## src/design/aclfu_pkg.sv

```systemverilog
// Package for the fully associative LFU write-through cache.
// Holds the fixed field widths, the statistics indexes and the store control type.
// No dependencies.
`timescale 1ns / 1ps
`default_nettype none

package aclfu_pkg;

    // Fixed widths of the request and result fields.
    localparam int ADDR_W      = 7;
    localparam int DATA_W      = 8;
    localparam int STAT_W      = 32;
    localparam int FRAME_OUT_W = 3;
    localparam int TAG_OUT_W   = 5;
    localparam int OFF_OUT_W   = 2;
    localparam int ADDR_SPAN   = 1 << ADDR_W;

    // Statistics counter indexes: {write, miss}.
    localparam logic [1:0] STAT_READ_HIT   = 2'd0;
    localparam logic [1:0] STAT_READ_MISS  = 2'd1;
    localparam logic [1:0] STAT_WRITE_HIT  = 2'd2;
    localparam logic [1:0] STAT_WRITE_MISS = 2'd3;

    // Enables from the sequencer to the data store.
    typedef struct packed {
        logic mem_we;         // write the backing memory
        logic frame_we;       // write the frame memory
        logic frame_re;       // read the frame memory
        logic frame_src_mem;  // frame write data comes from the backing memory
    } store_ctrl_t;

endpackage

`default_nettype wire

```

## src/design/aclfu_store.sv

```systemverilog
// Data store of the cache: the backing memory and the frame memory.
// Runs the zero-fill sweep after reset. Depends on aclfu_pkg.
`timescale 1ns / 1ps
`default_nettype none

module aclfu_store #(
    parameter int FRAMES          = 8,
    parameter int WORDS_PER_BLOCK = 4,
    parameter int MEM_BLOCKS      = 32
) (
    input  wire logic                                 aclk,
    input  wire logic                                 aresetn,
    input  wire aclfu_pkg::store_ctrl_t               ctrl,
    input  wire logic [$clog2(MEM_BLOCKS*WORDS_PER_BLOCK)-1:0] mem_addr,
    input  wire logic [$clog2(FRAMES*WORDS_PER_BLOCK)-1:0]     frame_addr,
    input  wire logic [aclfu_pkg::DATA_W-1:0]         wdata,
    output logic      [aclfu_pkg::DATA_W-1:0]         frame_rdata,
    output logic                                      busy
);
    import aclfu_pkg::*;

    localparam int MEM_DEPTH   = MEM_BLOCKS * WORDS_PER_BLOCK;
    localparam int FRAME_DEPTH = FRAMES * WORDS_PER_BLOCK;
    localparam int MADDR_W     = $clog2(MEM_DEPTH);
    localparam int FADDR_W     = $clog2(FRAME_DEPTH);
    localparam int CLR_N       = (MEM_DEPTH > FRAME_DEPTH) ? MEM_DEPTH : FRAME_DEPTH;
    localparam int CLR_W       = $clog2(CLR_N);

    logic [DATA_W-1:0] mem_array   [MEM_DEPTH];
    logic [DATA_W-1:0] frame_array [FRAME_DEPTH];

    logic [CLR_W-1:0]  clr_idx_reg, clr_idx_next;
    logic              busy_reg, busy_next;
    logic [DATA_W-1:0] mem_rdata_reg;
    logic [DATA_W-1:0] frame_rdata_reg;

    logic              clr_mem_en;
    logic              clr_frame_en;
    logic [DATA_W-1:0] frame_wdata;

    // Sweep counter: one entry of each memory per cycle after reset.
    always_comb begin
        clr_idx_next = clr_idx_reg;
        busy_next    = busy_reg;
        if (busy_reg) begin
            if (clr_idx_reg == CLR_W'(CLR_N - 1)) begin
                busy_next = 1'b0;
            end else begin
                clr_idx_next = clr_idx_reg + 1'b1;
            end
        end
    end

    assign clr_mem_en   = busy_reg && ({1'b0, clr_idx_reg} < (CLR_W + 1)'(MEM_DEPTH));
    assign clr_frame_en = busy_reg && ({1'b0, clr_idx_reg} < (CLR_W + 1)'(FRAME_DEPTH));
    assign frame_wdata  = ctrl.frame_src_mem ? mem_rdata_reg : wdata;

    always_ff @(posedge aclk) begin
        if (!aresetn) begin
            clr_idx_reg <= '0;
            busy_reg    <= 1'b1;
        end else begin
            clr_idx_reg <= clr_idx_next;
            busy_reg    <= busy_next;
        end
    end

    // Backing memory: one port, registered read.
    always_ff @(posedge aclk) begin
        if (clr_mem_en) begin
            mem_array[clr_idx_reg[MADDR_W-1:0]] <= '0;
        end else if (ctrl.mem_we) begin
            mem_array[mem_addr] <= wdata;
        end
        mem_rdata_reg <= mem_array[mem_addr];
    end

    // Frame memory: one port, registered read on request.
    always_ff @(posedge aclk) begin
        if (clr_frame_en) begin
            frame_array[clr_idx_reg[FADDR_W-1:0]] <= '0;
        end else if (ctrl.frame_we) begin
            frame_array[frame_addr] <= frame_wdata;
        end
        if (ctrl.frame_re) begin
            frame_rdata_reg <= frame_array[frame_addr];
        end
    end

    assign frame_rdata = frame_rdata_reg;
    assign busy        = busy_reg;

endmodule

`default_nettype wire

```

## src/design/assoc_cache_lfu_write_through.sv

```systemverilog
// Top level of the fully associative LFU write-through cache with its own backing memory.
// Depends on aclfu_pkg and aclfu_store.
`timescale 1ns / 1ps
`default_nettype none

// Fully associative cache of FRAMES frames of WORDS_PER_BLOCK bytes, in front of a backing
// memory of MEM_BLOCKS blocks. Each request reads or writes one byte; writes go through to
// the backing memory and allocate on a miss. A miss refills the frame with the lowest use
// count (lowest index on a tie). One request is handled at a time by a sequencer that walks
// the frames with a single tag and count comparator. A hit on frame k takes k + 1 scan steps,
// one access step, a result step (which waits until the output is free) and an idle step
// before the next acceptance; a miss scans all frames, then refills the block one byte at a
// time, each byte read through the single backing memory port and then written to the frame,
// before its access, result and idle steps. After reset the block zero-fills its memories
// before it takes its first request. The statistics outputs show the counts with the current
// result included.
module assoc_cache_lfu_write_through #(
    parameter int FRAMES          = 8,
    parameter int WORDS_PER_BLOCK = 4,
    parameter int MEM_BLOCKS      = 32,
    parameter int COUNT_WIDTH     = 16
) (
    input  wire logic                            aclk,
    input  wire logic                            aresetn,
    input  wire logic                            s_valid,
    output logic                                 s_ready,
    input  wire logic                            s_mode,
    input  wire logic [aclfu_pkg::ADDR_W-1:0]    s_address,
    input  wire logic [aclfu_pkg::DATA_W-1:0]    s_write_data,
    output logic                                 m_valid,
    input  wire logic                            m_ready,
    output logic                                 m_hit,
    output logic [aclfu_pkg::FRAME_OUT_W-1:0]    m_frame,
    output logic [aclfu_pkg::TAG_OUT_W-1:0]      m_tag_out,
    output logic [aclfu_pkg::OFF_OUT_W-1:0]      m_offset_out,
    output logic [aclfu_pkg::DATA_W-1:0]         m_read_data,
    output logic [aclfu_pkg::STAT_W-1:0]         m_read_hits,
    output logic [aclfu_pkg::STAT_W-1:0]         m_read_misses,
    output logic [aclfu_pkg::STAT_W-1:0]         m_write_hits,
    output logic [aclfu_pkg::STAT_W-1:0]         m_write_misses
);
    import aclfu_pkg::*;

    localparam int FRAME_W = (FRAMES > 1) ? $clog2(FRAMES) : 1;
    localparam int TAG_W   = $clog2(MEM_BLOCKS);
    localparam int OFF_W   = (WORDS_PER_BLOCK > 1) ? $clog2(WORDS_PER_BLOCK) : 1;
    localparam int MADDR_W = $clog2(MEM_BLOCKS * WORDS_PER_BLOCK);
    localparam int FADDR_W = $clog2(FRAMES * WORDS_PER_BLOCK);

    typedef enum logic [2:0] {
        ST_IDLE,
        ST_SCAN,
        ST_FILL_RD,
        ST_FILL_WR,
        ST_ACCESS,
        ST_DONE
    } state_t;

    // Address split tables and reset tags, worked out at elaboration.
    logic [TAG_W-1:0] tag_lut  [ADDR_SPAN];
    logic [OFF_W-1:0] off_lut  [ADDR_SPAN];
    logic [TAG_W-1:0] tag_init [FRAMES];

    for (genvar a = 0; a < ADDR_SPAN; a++) begin : g_split
        localparam int TagVal = (a / WORDS_PER_BLOCK) % MEM_BLOCKS;
        localparam int OffVal = a % WORDS_PER_BLOCK;
        assign tag_lut[a] = TAG_W'(TagVal);
        assign off_lut[a] = OFF_W'(OffVal);
    end

    for (genvar f = 0; f < FRAMES; f++) begin : g_tag_init
        localparam int InitVal = f % MEM_BLOCKS;
        assign tag_init[f] = TAG_W'(InitVal);
    end

    state_t                 state_reg;
    logic [TAG_W-1:0]       frame_tag_reg [FRAMES];
    logic [COUNT_WIDTH-1:0] use_cnt_reg   [FRAMES];
    logic [STAT_W-1:0]      stat_reg      [4];

    logic                   is_write_reg;
    logic [TAG_W-1:0]       tag_reg;
    logic [OFF_W-1:0]       off_reg;
    logic [DATA_W-1:0]      wdata_reg;
    logic [FRAME_W-1:0]     scan_idx_reg;
    logic [FRAME_W-1:0]     best_idx_reg;
    logic [COUNT_WIDTH-1:0] best_cnt_reg;
    logic [FRAME_W-1:0]     sel_frame_reg;
    logic                   hit_reg;
    logic [OFF_W-1:0]       fill_cnt_reg;

    logic                   m_valid_reg;
    logic                   m_hit_reg;
    logic [FRAME_W-1:0]     m_frame_reg;
    logic [TAG_W-1:0]       m_tag_reg;
    logic [OFF_W-1:0]       m_off_reg;
    logic [DATA_W-1:0]      m_data_reg;

    store_ctrl_t            st_ctrl;
    logic [MADDR_W-1:0]     mem_addr;
    logic [FADDR_W-1:0]     frame_addr;
    logic [DATA_W-1:0]      frame_rdata;
    logic                   store_busy;

    logic                   accept;
    logic                   out_free;
    logic                   scan_match;
    logic                   scan_less;
    logic                   scan_last;
    logic [COUNT_WIDTH-1:0] scan_cnt;
    logic [OFF_W-1:0]       mem_word;
    logic [OFF_W-1:0]       frame_word;
    logic [1:0]             stat_sel;

    assign s_ready  = (state_reg == ST_IDLE) && !store_busy;
    assign accept   = s_valid && s_ready;
    assign out_free = !m_valid_reg || m_ready;

    // Shared comparator: one frame's tag and use count per scan step.
    assign scan_cnt   = use_cnt_reg[scan_idx_reg];
    assign scan_match = (frame_tag_reg[scan_idx_reg] == tag_reg);
    assign scan_less  = (scan_cnt < best_cnt_reg);
    assign scan_last  = (scan_idx_reg == FRAME_W'(FRAMES - 1));

    // Store addresses: the refill walks the block, an access uses the offset.
    assign mem_word   = (state_reg == ST_FILL_RD) ? fill_cnt_reg : off_reg;
    assign frame_word = (state_reg == ST_FILL_WR) ? fill_cnt_reg : off_reg;
    assign mem_addr   = MADDR_W'(tag_reg) * MADDR_W'(WORDS_PER_BLOCK) + MADDR_W'(mem_word);
    assign frame_addr = FADDR_W'(sel_frame_reg) * FADDR_W'(WORDS_PER_BLOCK)
                      + FADDR_W'(frame_word);

    always_comb begin
        st_ctrl.mem_we        = (state_reg == ST_ACCESS) && is_write_reg;
        st_ctrl.frame_we      = (state_reg == ST_FILL_WR)
                             || ((state_reg == ST_ACCESS) && is_write_reg);
        st_ctrl.frame_re      = (state_reg == ST_ACCESS) && !is_write_reg;
        st_ctrl.frame_src_mem = (state_reg == ST_FILL_WR);
    end

    assign stat_sel = {is_write_reg, !hit_reg};

    aclfu_store #(
        .FRAMES          (FRAMES),
        .WORDS_PER_BLOCK (WORDS_PER_BLOCK),
        .MEM_BLOCKS      (MEM_BLOCKS)
    ) u_store (
        .aclk        (aclk),
        .aresetn     (aresetn),
        .ctrl        (st_ctrl),
        .mem_addr    (mem_addr),
        .frame_addr  (frame_addr),
        .wdata       (wdata_reg),
        .frame_rdata (frame_rdata),
        .busy        (store_busy)
    );

    // Sequencer: scan, refill, access and result, with the frame state it updates.
    always_ff @(posedge aclk) begin
        if (!aresetn) begin
            state_reg   <= ST_IDLE;
            m_valid_reg <= 1'b0;
            for (int i = 0; i < FRAMES; i++) begin
                frame_tag_reg[i] <= tag_init[i];
                use_cnt_reg[i]   <= '0;
            end
            for (int i = 0; i < 4; i++) begin
                stat_reg[i] <= '0;
            end
        end else begin
            // The result state reloads the output itself when the old result leaves.
            if (m_valid_reg && m_ready && (state_reg != ST_DONE)) begin
                m_valid_reg <= 1'b0;
            end
            unique case (state_reg)
                ST_IDLE: begin
                    if (accept) begin
                        is_write_reg <= s_mode;
                        tag_reg      <= tag_lut[s_address];
                        off_reg      <= off_lut[s_address];
                        wdata_reg    <= s_write_data;
                        scan_idx_reg <= '0;
                        best_idx_reg <= '0;
                        best_cnt_reg <= use_cnt_reg[0];
                        state_reg    <= ST_SCAN;
                    end
                end
                ST_SCAN: begin
                    priority if (scan_match) begin
                        // Lowest matching frame serves the request.
                        hit_reg       <= 1'b1;
                        sel_frame_reg <= scan_idx_reg;
                        if (scan_cnt != '1) begin
                            use_cnt_reg[scan_idx_reg] <= scan_cnt + 1'b1;
                        end
                        state_reg <= ST_ACCESS;
                    end else if (scan_last) begin
                        // Miss: victim is the least used frame seen.
                        hit_reg       <= 1'b0;
                        sel_frame_reg <= scan_less ? scan_idx_reg : best_idx_reg;
                        fill_cnt_reg  <= '0;
                        state_reg     <= ST_FILL_RD;
                    end else begin
                        if (scan_less) begin
                            best_idx_reg <= scan_idx_reg;
                            best_cnt_reg <= scan_cnt;
                        end
                        scan_idx_reg <= scan_idx_reg + 1'b1;
                    end
                end
                ST_FILL_RD: begin
                    state_reg <= ST_FILL_WR;
                end
                ST_FILL_WR: begin
                    if (fill_cnt_reg == OFF_W'(WORDS_PER_BLOCK - 1)) begin
                        frame_tag_reg[sel_frame_reg] <= tag_reg;
                        use_cnt_reg[sel_frame_reg]   <= COUNT_WIDTH'(1);
                        state_reg                    <= ST_ACCESS;
                    end else begin
                        fill_cnt_reg <= fill_cnt_reg + 1'b1;
                        state_reg    <= ST_FILL_RD;
                    end
                end
                ST_ACCESS: begin
                    state_reg <= ST_DONE;
                end
                ST_DONE: begin
                    if (out_free) begin
                        m_valid_reg <= 1'b1;
                        m_hit_reg   <= hit_reg;
                        m_frame_reg <= sel_frame_reg;
                        m_tag_reg   <= tag_reg;
                        m_off_reg   <= off_reg;
                        m_data_reg  <= is_write_reg ? wdata_reg : frame_rdata;
                        if (stat_reg[stat_sel] != '1) begin
                            stat_reg[stat_sel] <= stat_reg[stat_sel] + 1'b1;
                        end
                        state_reg <= ST_IDLE;
                    end
                end
                default: begin
                    state_reg <= ST_IDLE;
                end
            endcase
        end
    end

    // Result ports; statistics change only when a new result is loaded.
    assign m_valid        = m_valid_reg;
    assign m_hit          = m_hit_reg;
    assign m_frame        = FRAME_OUT_W'(m_frame_reg);
    assign m_tag_out      = TAG_OUT_W'(m_tag_reg);
    assign m_offset_out   = OFF_OUT_W'(m_off_reg);
    assign m_read_data    = m_data_reg;
    assign m_read_hits    = stat_reg[STAT_READ_HIT];
    assign m_read_misses  = stat_reg[STAT_READ_MISS];
    assign m_write_hits   = stat_reg[STAT_WRITE_HIT];
    assign m_write_misses = stat_reg[STAT_WRITE_MISS];

endmodule

`default_nettype wire
```

## config.mk

```make
export PLATFORM = sky130hd
export DESIGN_NAME = assoc_cache_lfu_write_through
export DESIGN_NICKNAME = d
export VERILOG_FILES = /design/src/design/aclfu_pkg.sv /design/src/design/aclfu_store.sv /design/src/design/assoc_cache_lfu_write_through.sv
export SDC_FILE = /design/constraint.sdc
export NUM_CORES = 2
export LEC_CHECK = 0
export ABC_AREA = 1
export BUFFER_PORTS_ARGS = -buffer_cell sky130_fd_sc_hd__clkbuf_2
export CAP_MARGIN = 0
export CORE_MARGIN = 10
export CORE_UTILIZATION = 50
export DETAILED_ROUTE_END_ITERATION = 8
export PLACE_DENSITY = 0.66
export SLEW_MARGIN = 20
export SYNTH_ARGS = -nofsm -noshare
export SYNTH_HDL_FRONTEND = slang
export SYNTH_SLANG_ARGS = --single-unit
```

## constraint.sdc

```tcl
create_clock -name aclk -period 5.8 [get_ports aclk]
set_input_delay 0.29 -clock aclk [delete_from_list [all_inputs] [get_ports aclk]]
set_output_delay 0.29 -clock aclk [all_outputs]
set_load 0.02 [all_outputs]
```

==> summary.md <==
| Metric | Value |
|---|---|
| CTS H-tree lvls | 4 |
| Dominant synthesized flop cell | edfxtp_1 |
| PortBufs | 168 |
| First-pass GRT wire length | 295,800 um |
| Area added between synthesis and finish | 11.11% |
| Yosys top cell area share | 0.6819 |
| Critical path required time | 6.29 ns |
| P_leak | slightly above 30 nW |
| Die Y | between 400 and 500 um |
| Hold path cells | 2 |
| Setup Skew | 0.02807 ns |
| Final Hold Fails | 0 |
| RSZ-0062 raised after global routing | no |
| Nets | 6,936 |
| Sink Count | 1,670 |
| Final global-route overflow total | 0 |
| GPL Wtd Cong | 0.8957 |
| TritonRoute pass-1 iters | 6 |
| Gr usage total | 0.2355 |
| Worst-path clk slew | 0.06 ns |
| Iter 0 DRT Violations | 5,935 |
| Slew margin rel. | 0.2123 |
| Post-DR vias/cell | 5.609 |
| Ys Warns | 0 |
| Syn Nets | 6,850 |
| CP Data Arrival Time | 5.16 ns |
| CTS tree | yes |
| Mapped Cells | between 6k and 7k |
| Biggest regs | u_store.mem_array: 1024 flops, u_store.frame_array: 256 flops |
| DP Wirelength | around 120,000 um |
| Crit Path Category | reg -> reg |
| Num ports | 169 |
| DIE AREA | between 150,000 and 200,000 um2 |
| Die W | approximately 400 um |
| CTS Buffer Depth | 3 |
| EDFF count, synth | 1,647 |
| Number of global-route vias before repair | 48.03k |
| Fin Setup TNS | 0 ns |
| Slew at the pin closest to its max-slew limit | 1.182 ns |
| F_max | around 210 MHz |
| Mapped Area | 72,530 um2 |
| Sw Pwr | 0.005021 W |
| Slew Limit Fails | 0 |
| Synth cell count leaders | nand2_1 (2,019), edfxtp_1 (1,647), nor2_1 (802) |
| Core area | around 140,000 um2 |
| Number of synthesized register bits | 1,670 |
| Int Power | approximately 0.019 W |
| Antenna-violating nets left | 0 |
| Worst reg2reg path depth | 16 |
| Mean routed wirelength per cell | 21.87 um |
| Clock latency on the worst-skew pair | 0.81 ns |
| Comb pwr share | 0.014 |
| Type of origin of the critical path | flop |
| Worst Path Max Fanout | 22 |
| Count leader, synth | nand2_1 |
| Num CTS Buffers | 171 |
| Seq pwr share | 0.546 |
| Sequential share of the synthesized area | 0.6883 |
| Final min period | 4.667 ns |
| Run status | complete, no violations |
| Net Sw Frac | 0.2068 |
| R2R Setup Slk | 1.13 ns |
| Synth cell types | 48 |
| Starting Density | 0.5043 |
| Number of antenna violations at the first check in global routing | 2 |
| Clock share of power | 0.440 |
| Hold Path Class | in -> reg |
| Root Buffer | clkbuf_16 |
| Maximum vdd drop | roughly 0.00023 V |
| Biggest register | u_store.mem_array |
| Period utilisation layout | 0.8047 |
| WHS | 0.1942 ns |
| Number of flip-flops under the largest register name | between 1k and 1.5k |
| WL final | 195,300 um |
| Mapped Avg Cell Area | 10.65 um2 |
| Crit end category | flop |
| Ranking of synthesized cells by area | edfxtp_1 (68%), nand2_1 (10%), nand3_1 (5.0%) |
| Endpoints failing setup | 0 |
| Power per cell area | 301.3 nW/um2 |
| Largest net degree at the start of global routing | 222 |
| CTS resizes | 0 |
| Max Cap Viol | 0 |
| Vias | about 50k |
| Biggest area consumer among synthesized cells | edfxtp_1 |
| Remaining DRCs | 0 |
| Ratio of cells with drive above 1 in the final layout | 0.08397 |
| Fraction of registers with async set/reset | 0 |
| Row count | 139 |
==> power by group through the flow <==
stage                     clock network, W  logic (W)  registers (W)
after global placement                   0   0.000318         0.0135
after CTS                           0.0108   0.000334         0.0133
after global routing                0.0113   0.000359         0.0133
final                               0.0107   0.000337         0.0133
after floorplan                          0   0.000139         0.0135
after detailed placement                 0   0.000323         0.0135
==> path summary, 6_finish.rpt <==
path	from	endpoint
worst max-delay path	flop	best_cnt_reg[11]
worst min-delay path	s_address[1]	off_reg[1]
worst max register to register	flop	best_cnt_reg[11]
worst min register to register	tag_reg[1]	m_tag_out[1]
==> logic make-up (layout without fill, tap and decap cells) <==
logic type,after synthesis,count (layout),share of synthesized area
simple gates,3672,3672,0.2099
xor+xnor,26,26,0.003140
compound gates,523,523,0.04251
fa+ha+maj,21,21,0.003623
buf+inv,897,1114,0.05255
other cells,0,1,0
flops,1670,1670,0.6883
==> per-layer routing <==
metal,GRT usage,part of all wire,vias up
met5,0,0.000087,-
met4,0.08204,0.033,2
met3,0.03912,0.085,351
met2,0.3779,0.47,2265
met1,0.3250,0.41,24260
li1,-,-,23210
==> critical path, stage by stage, from the launching register on <==
cell       delay (ns)
dfxtp_1          0.31
inv_1            0.65
buf_4            0.37
nor2_1           0.07
o21ai_0          0.08
o21ai_0          0.18
o21ai_1          0.35
inv_1            0.14
ha_1             0.29
nand2_1          0.07
or2_2            0.11
a21oi_1          0.06
a2111oi_0        0.81
buf_4            0.28
nand3_1          0.10
a21oi_1          0.18
buf_4            0.28
==> stage by stage <==
stage	total power, W	worst slack [ns]	utilization	std cells	area (um2)
after global placement	0.01382	1.100	0.5209	8603	74930
after CTS	0.02442	1.062	0.5599	8927	80530
after detailed placement	0.01383	1.084	0.5209	8603	74930
final	0.02428	1.133	0.5603	8930	80590
after global routing	0.02494	0.9065	0.5603	8930	80590
after floorplan	0.01366	0.7743	-	6809	72530
==> final cells by class <==
type / instances / area (um2)
Timing Repair Buffer: 274 / 1902
Antenna cell: 1 / 2.502
Inverter: 536 / 2028
Multi-Input combinational cell: 4242 / 18950
Tap cell: 1903 / 2381
Fill cell: 11930 / 63240
Sequential cell: 1670 / 49920
Clock inverter: 91 / 943.4
Clock buffer: 213 / 4458
==> repair_timing <==
item                       in CTS  in global routing
hold endpoints to repair       23                  0
hold buffers                   20                  0
setup buffers                   0                  0
setup endpoints to repair       0                  0
==> layout by cell type, fill, tap and decap left out, types with 21 or more instances in the layout <==
| cell | synthesis | layout |
|---|---|---|
| clkinv_2 | 0 | 24 |
| clkinv_1 | 8 | 39 |
| ha_1 | 21 | 21 |
| o21ai_1 | 52 | 49 |
| nor3_1 | 32 | 30 |
| o22ai_1 | 72 | 72 |
| nand3_1 | 727 | 727 |
| nand2_1 | 2019 | 2018 |
| clkbuf_1 | 136 | 41 |
| a21oi_1 | 35 | 27 |
| nor2_1 | 802 | 792 |
| clkbuf_16 | 0 | 172 |
| nor2_2 | 20 | 22 |
| dfxtp_1 | 23 | 22 |
| o211ai_1 | 114 | 114 |
| clkbuf_2 | 0 | 168 |
| o21ai_0 | 232 | 232 |
| nand4_1 | 26 | 26 |
| inv_1 | 514 | 510 |
| edfxtp_1 | 1647 | 1647 |
| buf_4 | 24 | 70 |
Note: power is estimated with default switching activity, not from simulation.
